File: config.mk
export PLATFORM = sky130hd
export DESIGN_NAME = cache_tag_lookup_lfu
export DESIGN_NICKNAME = d
export VERILOG_FILES = /design/src/rtl/ctl_lfu_pkg.sv /design/src/rtl/ctl_lfu_cell.sv /design/src/rtl/cache_tag_lookup_lfu.sv
export SDC_FILE = /design/constraint.sdc
export NUM_CORES = 1
export LEC_CHECK = 0
export BUFFER_PORTS_ARGS = -buffer_cell sky130_fd_sc_hd__buf_2
export CORE_AREA = 3 3 174 193
export CTS_BUF_LIST = sky130_fd_sc_hd__clkbuf_8
export DETAILED_ROUTE_END_ITERATION = 12
export DIE_AREA = 0 0 177 196
export GPL_TIMING_DRIVEN = 0
export PLACE_DENSITY = 0.73
export SYNTH_ARGS = -nofsm -noshare
export SYNTH_HDL_FRONTEND = slang
export SYNTH_SLANG_ARGS = --single-unit
File: constraint.sdc
create_clock -name clk -period 2.9 [get_ports clk]
set_input_delay 0.29 -clock clk [delete_from_list [all_inputs] [get_ports clk]]
set_output_delay 0.29 -clock clk [all_outputs]
set_load 0.03 [all_outputs]
File: src/rtl/ctl_lfu_pkg.sv
package ctl_lfu_pkg;

  localparam int ADDR_BITS      = 8;
  localparam int TAG_BITS       = 6;
  localparam int DM_TAG_BITS    = 3;
  localparam int LINE_BITS      = 3;
  localparam int LINES_DEF      = 8;
  localparam int COUNT_BITS_DEF = 16;

  localparam logic MODE_DIRECT = 1'b0;
  localparam logic MODE_ASSOC  = 1'b1;

  typedef struct packed {
    logic                 mode;
    logic [LINE_BITS-1:0] sel;
    logic [TAG_BITS-1:0]  key;
  } lkp_t;

  typedef struct packed {
    logic                 fill;
    logic                 bump;
    logic [LINE_BITS-1:0] idx;
  } upd_t;

  typedef struct packed {
    logic                 hit;
    logic [LINE_BITS-1:0] hit_idx;
    logic                 empty;
    logic [LINE_BITS-1:0] empty_idx;
    logic                 min_any;
    logic [LINE_BITS-1:0] min_idx;
  } carry_t;

endpackage

File: src/rtl/ctl_lfu_cell.sv
module ctl_lfu_cell #(
  parameter int COUNT_BITS = ctl_lfu_pkg::COUNT_BITS_DEF,
  parameter logic [ctl_lfu_pkg::LINE_BITS-1:0] LINE_ID = '0
) (
  input  logic                  clk,
  input  logic                  rst_n,
  input  ctl_lfu_pkg::lkp_t     lkp,
  input  ctl_lfu_pkg::upd_t     upd,
  input  ctl_lfu_pkg::carry_t   carry_in,
  input  logic [COUNT_BITS-1:0] min_in,
  output ctl_lfu_pkg::carry_t   carry_out,
  output logic [COUNT_BITS-1:0] min_out
);

  logic                               valid_r;
  logic [ctl_lfu_pkg::TAG_BITS-1:0]   tag_r;
  logic [COUNT_BITS-1:0]              count_r;
  ctl_lfu_pkg::carry_t                carry_r, carry_nxt;
  logic [COUNT_BITS-1:0]              min_r, min_nxt;
  logic                               active;
  logic                               match;
  logic                               sel_me;

  assign active = (lkp.mode == ctl_lfu_pkg::MODE_ASSOC) || (lkp.sel == LINE_ID);
  assign match  = valid_r && (tag_r == lkp.key);
  assign sel_me = (upd.idx == LINE_ID);

  always_comb begin
    carry_nxt = carry_in;
    min_nxt   = min_in;
    if (active) begin
      if (!carry_in.hit && match) begin
        carry_nxt.hit     = 1'b1;
        carry_nxt.hit_idx = LINE_ID;
      end
      if (!carry_in.empty && !valid_r) begin
        carry_nxt.empty     = 1'b1;
        carry_nxt.empty_idx = LINE_ID;
      end
      if (!carry_in.min_any || (count_r < min_in)) begin
        carry_nxt.min_any = 1'b1;
        carry_nxt.min_idx = LINE_ID;
        min_nxt           = count_r;
      end
    end
  end

  always_ff @(posedge clk) begin
    carry_r <= carry_nxt;
    min_r   <= min_nxt;
  end

  always_ff @(posedge clk) begin
    if (!rst_n) begin
      valid_r <= 1'b0;
      count_r <= '0;
    end else if (upd.fill && sel_me) begin
      valid_r <= 1'b1;
      count_r <= COUNT_BITS'(1);
    end else if (upd.bump && sel_me && (count_r != {COUNT_BITS{1'b1}})) begin
      count_r <= count_r + COUNT_BITS'(1);
    end
  end

  always_ff @(posedge clk) begin
    if (upd.fill && sel_me) begin
      tag_r <= lkp.key;
    end
  end

  assign carry_out = carry_r;
  assign min_out   = min_r;

endmodule

File: src/rtl/cache_tag_lookup_lfu.sv
// the address is registered, then the search record passes one cell per cycle
//   down the row of LINES line cells, and the result is registered once the
//   output can take it; a new lookup is taken only after that result is registered
// the next input transfer is taken while the previous result still waits
// reset: synchronous active low, all lines empty, counts zero, direct mapped
module cache_tag_lookup_lfu #(
  parameter int LINES      = ctl_lfu_pkg::LINES_DEF,
  parameter int COUNT_BITS = ctl_lfu_pkg::COUNT_BITS_DEF
) (
  input  logic                                 clk,
  input  logic                                 rst_n,
  input  logic                                 in_valid,
  output logic                                 in_stall,
  input  logic [ctl_lfu_pkg::ADDR_BITS-1:0]    in_byte_address,
  output logic                                 out_valid,
  input  logic                                 out_stall,
  output logic                                 out_hit,
  output logic                                 out_replaced,
  output logic [ctl_lfu_pkg::LINE_BITS-1:0]    out_line_used,
  input  logic                                 cfg_valid,
  output logic                                 cfg_ready,
  input  logic                                 cfg_data
);

  localparam int CNT_BITS = $clog2(LINES);

  typedef enum logic [2:0] {
    ST_IDLE  = 3'b001,
    ST_SCAN  = 3'b010,
    ST_APPLY = 3'b100
  } state_t;

  state_t                               state_r, state_nxt;
  logic [CNT_BITS-1:0]                  cnt_r, cnt_nxt;
  logic                                 mode_r;
  ctl_lfu_pkg::lkp_t                    lkp_r;
  ctl_lfu_pkg::upd_t                    upd;
  ctl_lfu_pkg::carry_t                  carry [LINES];
  logic [COUNT_BITS-1:0]                minc  [LINES];
  ctl_lfu_pkg::carry_t                  last;
  logic                                 in_xfer;
  logic                                 out_xfer;
  logic                                 apply_go;
  logic                                 out_valid_r;
  logic                                 hit_r, repl_r;
  logic [ctl_lfu_pkg::LINE_BITS-1:0]    used_r;
  logic                                 res_hit, res_repl;
  logic [ctl_lfu_pkg::LINE_BITS-1:0]    res_used;

  assign cfg_ready = 1'b1;
  assign in_stall  = (state_r != ST_IDLE);
  assign in_xfer   = in_valid && !in_stall;
  assign out_xfer  = out_valid_r && !out_stall;
  assign apply_go  = (state_r == ST_APPLY) && (!out_valid_r || !out_stall);
  assign last      = carry[LINES-1];

  always_ff @(posedge clk) begin
    if (!rst_n) begin
      mode_r <= ctl_lfu_pkg::MODE_DIRECT;
    end else if (cfg_valid && cfg_ready) begin
      mode_r <= cfg_data;
    end
  end

  always_ff @(posedge clk) begin
    if (in_xfer) begin
      lkp_r.mode <= mode_r;
      lkp_r.sel  <= in_byte_address[4:2];
      if (mode_r == ctl_lfu_pkg::MODE_ASSOC) begin
        lkp_r.key <= in_byte_address[7:2];
      end else begin
        lkp_r.key <= {{(ctl_lfu_pkg::TAG_BITS - ctl_lfu_pkg::DM_TAG_BITS){1'b0}},
                      in_byte_address[7:5]};
      end
    end
  end

  always_comb begin
    state_nxt = state_r;
    cnt_nxt   = cnt_r;
    case (state_r)
      ST_IDLE: begin
        cnt_nxt = '0;
        if (in_xfer) begin
          state_nxt = ST_SCAN;
        end
      end
      ST_SCAN: begin
        cnt_nxt = cnt_r + CNT_BITS'(1);
        if (cnt_r == CNT_BITS'(LINES - 1)) begin
          state_nxt = ST_APPLY;
        end
      end
      ST_APPLY: begin
        if (apply_go) begin
          state_nxt = ST_IDLE;
        end
      end
      default: begin
        state_nxt = ST_IDLE;
        cnt_nxt   = '0;
      end
    endcase
  end

  always_ff @(posedge clk) begin
    if (!rst_n) begin
      state_r <= ST_IDLE;
      cnt_r   <= '0;
    end else begin
      state_r <= state_nxt;
      cnt_r   <= cnt_nxt;
    end
  end

  always_comb begin
    res_hit  = 1'b0;
    res_repl = 1'b0;
    res_used = last.min_idx;
    upd.fill = 1'b0;
    upd.bump = 1'b0;
    upd.idx  = last.min_idx;
    if (last.hit) begin
      res_hit  = 1'b1;
      res_used = last.hit_idx;
      upd.bump = apply_go;
      upd.idx  = last.hit_idx;
    end else if (last.empty) begin
      res_used = last.empty_idx;
      upd.fill = apply_go;
      upd.idx  = last.empty_idx;
    end else begin
      res_repl = 1'b1;
      upd.fill = apply_go;
    end
  end

  genvar k;
  generate
    for (k = 0; k < LINES; k++) begin : g_cell
      ctl_lfu_pkg::carry_t   c_in;
      logic [COUNT_BITS-1:0] m_in;
      if (k == 0) begin : g_head
        assign c_in = '0;
        assign m_in = '0;
      end else begin : g_link
        assign c_in = carry[k-1];
        assign m_in = minc[k-1];
      end
      ctl_lfu_cell #(
        .COUNT_BITS (COUNT_BITS),
        .LINE_ID    (ctl_lfu_pkg::LINE_BITS'(k))
      ) u_cell (
        .clk       (clk),
        .rst_n     (rst_n),
        .lkp       (lkp_r),
        .upd       (upd),
        .carry_in  (c_in),
        .min_in    (m_in),
        .carry_out (carry[k]),
        .min_out   (minc[k])
      );
    end
  endgenerate

  always_ff @(posedge clk) begin
    if (!rst_n) begin
      out_valid_r <= 1'b0;
    end else if (apply_go) begin
      out_valid_r <= 1'b1;
    end else if (out_xfer) begin
      out_valid_r <= 1'b0;
    end
  end

  always_ff @(posedge clk) begin
    if (apply_go) begin
      hit_r  <= res_hit;
      repl_r <= res_repl;
      used_r <= res_used;
    end
  end

  assign out_valid     = out_valid_r;
  assign out_hit       = hit_r;
  assign out_replaced  = repl_r;
  assign out_line_used = used_r;

endmodule

==> flow_summary_export.csv <==
group,metric,value,unit
power,leakage,7.53,nW
sta,fin_skew,0.0280,ns
detailed_routing,wl_met3,1.68,mm
worst_setup_path,endpoint_kind,"flip-flop",
grt,grt_max_degree,12,
synth,netlist.area_leader.share,37.9,%
worst_setup_path,critPathKind,"flip-flop to flip-flop",
detailed_routing,top_layer,"met5",
cts,cts_buffers,66,
synth,synth-seq-cells,393,
sta,period_share,97.7,%
detailed_routing,dr.pass1.iters,5,
grt,grt_pass1_wl,63.9,mm
cells_and_area,syn_to_final_growth,12.5,%
power,power_per_cell_area,555,nW/µm²
placed_design,placed_cells,2192,
cts,cts_tree,"built",
cells_and_area,fill_cells,2575,
sta,worst_slack,0.0674,ns
cts,clk_latency,0.58,ns
worst_setup_path,arrival,3.30,ns
synth,synth.avg_cell_area,9.95,µm²
hold_path,hp-class,"input port to flip-flop",
grt,grt_pass1_vias,12847,
cells_and_area,layout_commonest_cell,"dfxtp_1",
placed_design,detailed_place_hpwl,28.3,mm
worst_setup_path,cp_slowest_cell,"o21ai_2",
cts,cts-root-buf,"clkbuf_8",
placed_design,post_dp_cell_area,18100,µm²
die,die_x,177,µm
synth,synth_cell_types,61,
die,die_y,196,µm
synth,seq_area_frac_synth,48.7,%
die,io_pins,22,
synth,yosys.area.top_type,"dfxtp_1",
detailed_routing,drt_iter0_drc,797,
synth,synthCells,1754,
worst_setup_path,start_kind,"flip-flop",
flow_run,cap_violations,0,
cells_and_area,layout_common_cells,"dfxtp_1 (330), nor2_1 (168), inv_1 (153)",
worst_setup_path,cp_data_required_time,3.36,ns
detailed_routing,wl,38.7,mm
grt,grt.overflow.total,0,
synth,synth_edf_count,63,
synth,synth_nets,1883,
placed_design,gp_congestion,0.914,
sta,hold_viol_final,0,
detailed_routing,ant_nets,0,
placed_design,io_buffer_count,18,
die,core_area,31600,µm²
worst_setup_path,crit_fanout,10,
detailed_routing,via_per_inst,5.50,
grt,antenna_found_initial,1,
worst_setup_path,max_stage_delay,0.45,ns
sta,fmax,0.353,GHz
die,rows,68,
sta,worst_pin_slew,1.22,ns
power,ir_drop,355,µV
detailed_routing,met1Wirelength,16.1,mm
cells_and_area,diodes,0,
detailed_routing,vias,12749,
sta,max-slew-margin-rel,18.2,%
synth,async_flop_share,0,%
cells_and_area,design_area,19600,µm²
sta,maxSlewViolCount,0,
die,dieArea,34700,µm²
sta,rsz0062_at_grt,"yes",
detailed_routing,wl_met2,19.4,mm
die,initial_core_util,55.3,%
synth,synth_ff_type,"dfxtp_1",
detailed_routing,drc,0,
grt,grtUsageTotal,22.6,%
cts,cts_buffer_depth,3,
sta,min_period,2.83,ns
sta,setup_viol,0,
status,status,"finished clean",
synth,synthTopCellsByArea,"dfxtp_1 (38%), edfxtp_1 (11%), ha_1 (8.2%)",
cts,clk_pin_slew,0.06,ns
cts,htreeDepth,3,
synth,yosysWarnings,0,
detailed_routing,drt-wirelength-per-cell,16.7,µm
synth,syn_area,17400,µm²
cts,cts_sinks,393,
placed_design,place_ws,-0.396,ns
cells_and_area,nets,1981,
worst_setup_path,crit_chain,"clkbuf_1 -> o21a_1 -> clkbuf_2 -> nand2_1 -> o21ai_2 -> clkbuf_2 -> nor2_1",
cells_and_area,drive_gt1_share,15.5,%
cells_and_area,instances_no_fill,2320,
worst_setup_path,cp_common_cell,"clkbuf_2",
-- metrics by stage --
| stage | power [mW] | hold slack (ns) | TNS (ns) | utilization (%) |
|---|---|---|---|---|
| floorplan | 6.03 | 0.386 | 0 | - |
| global placement | 6.16 | 0.396 | -19.74 | 57.2 |
| detailed placement | 6.17 | 0.397 | -21.44 | 57.2 |
| CTS | 11.0 | 0.0439 | -0.303 | 61.9 |
| global route | 11.3 | 0.0790 | -0.0280 | 62.2 |
| finish | 10.9 | 0.0741 | 0 | 62.2 |
-- kinds of logic (layout without fill, tap and decap cells) --
kind of cell / Yosys count / in the layout / synth area share (%)
compound gates: 184 / 184 / 6.70
xor+xnor: 147 / 147 / 7.38
fa+ha+maj: 115 / 115 / 8.25
buf+inv: 177 / 323 / 3.94
flops: 393 / 393 / 48.7
mux: 108 / 108 / 6.86
other cells: 1 / 1 / 0.0215
simple gates: 629 / 629 / 18.2
-- synth_stat cells (9+ instances only) --
master and count:
a21o_1 9, a21oi_1 60, a31oi_1 10, and3_1 19, and4_1 9, buf_2 9
clkbuf_1 29, dfxtp_1 330, edfxtp_1 63, ha_1 115, inv_1 135, mux2_2 92
mux2i_1 16, nand2_1 96, nand2b_1 17, nand3_1 71, nand4_1 59, nor2_1 176
nor2b_1 28, nor3_1 55, nor4_1 27, o21a_1 12, o21ai_0 33, o31ai_1 9
or2_2 27, or3_1 17, xnor2_1 112, xor2_1 35
-- layout make-up --
type	instances	area [µm²]	share of cell area (%)
flip-flops and latches	393	8500	43.3
clock inverters	35	194	0.988
repair buffers	31	208	1.06
well taps	420	526	2.68
clock buffers	81	1110	5.68
plain buffers	40	185	0.943
multi-input cells	1184	8390	42.7
inverters	136	514	2.62
-- worst max-delay path, delay by kind of cell (launching register included) --
family / cells / cell delay [ns]
and+or+nand+nor: 2 / 0.41
AOI/OAI and AO/OA: 2 / 0.89
DFF: 1 / 0.37
buffers and inverters: 3 / 1.02
-- worst paths after layout --
kind	start	to	slack, ns	cells after the start
worst min register to register	g_cell[2].u_cell.carry_out[5]	g_cell[3].u_cell.carry_out[5]	0.40	1
worst max register to register	g_cell[7].u_cell.carry_out[11]	g_cell[0].u_cell.count_r[9]	0.07	7
worst min-delay path	in_valid	state_r[1]	0.07	3
worst max-delay path	g_cell[7].u_cell.carry_out[11]	g_cell[0].u_cell.count_r[9]	0.07	7
-- routing by layer --
layer | track usage, % | up-vias
li1 | - | 6294
met1 | 27.1 | 6051
met2 | 39.5 | 291
met3 | 4.05 | 111
met4 | 10.2 | 2
met5 | 0 | -
-- registers in the layout, summed over array words and instances (netlist names) --
signal and count:
g_cell.u_cell.count_r 128, state_r 3, out_replaced 1, out_hit 1, out_valid 1, g_cell.u_cell.valid_r 8, g_cell.u_cell.min_out 112, g_cell.u_cell.tag_r 48
lkp_r 10, mode_r 1, out_line_used 3, g_cell.u_cell.carry_out 74, cnt_r 3
-- where the power goes --
| group | leakage, nW | switching (mW) | internal, mW | total, mW |
|---|---|---|---|---|
| clock | 0.743 | 2.24 | 2.56 | 4.80 |
| combinational | 3.54 | 0.284 | 0.147 | 0.431 |
| sequential | 3.24 | 0.0463 | 5.62 | 5.67 |
-- what timing repair did --
action,4_1_cts,5_1_grt
hold buffers,8,0
pin swaps,1,2
endpoints found under the hold margin,8,0
buffers inserted,1,4
setup endpoints to repair,151,135
gates resized for setup,16,32
Power figures use the tool's default switching activity.
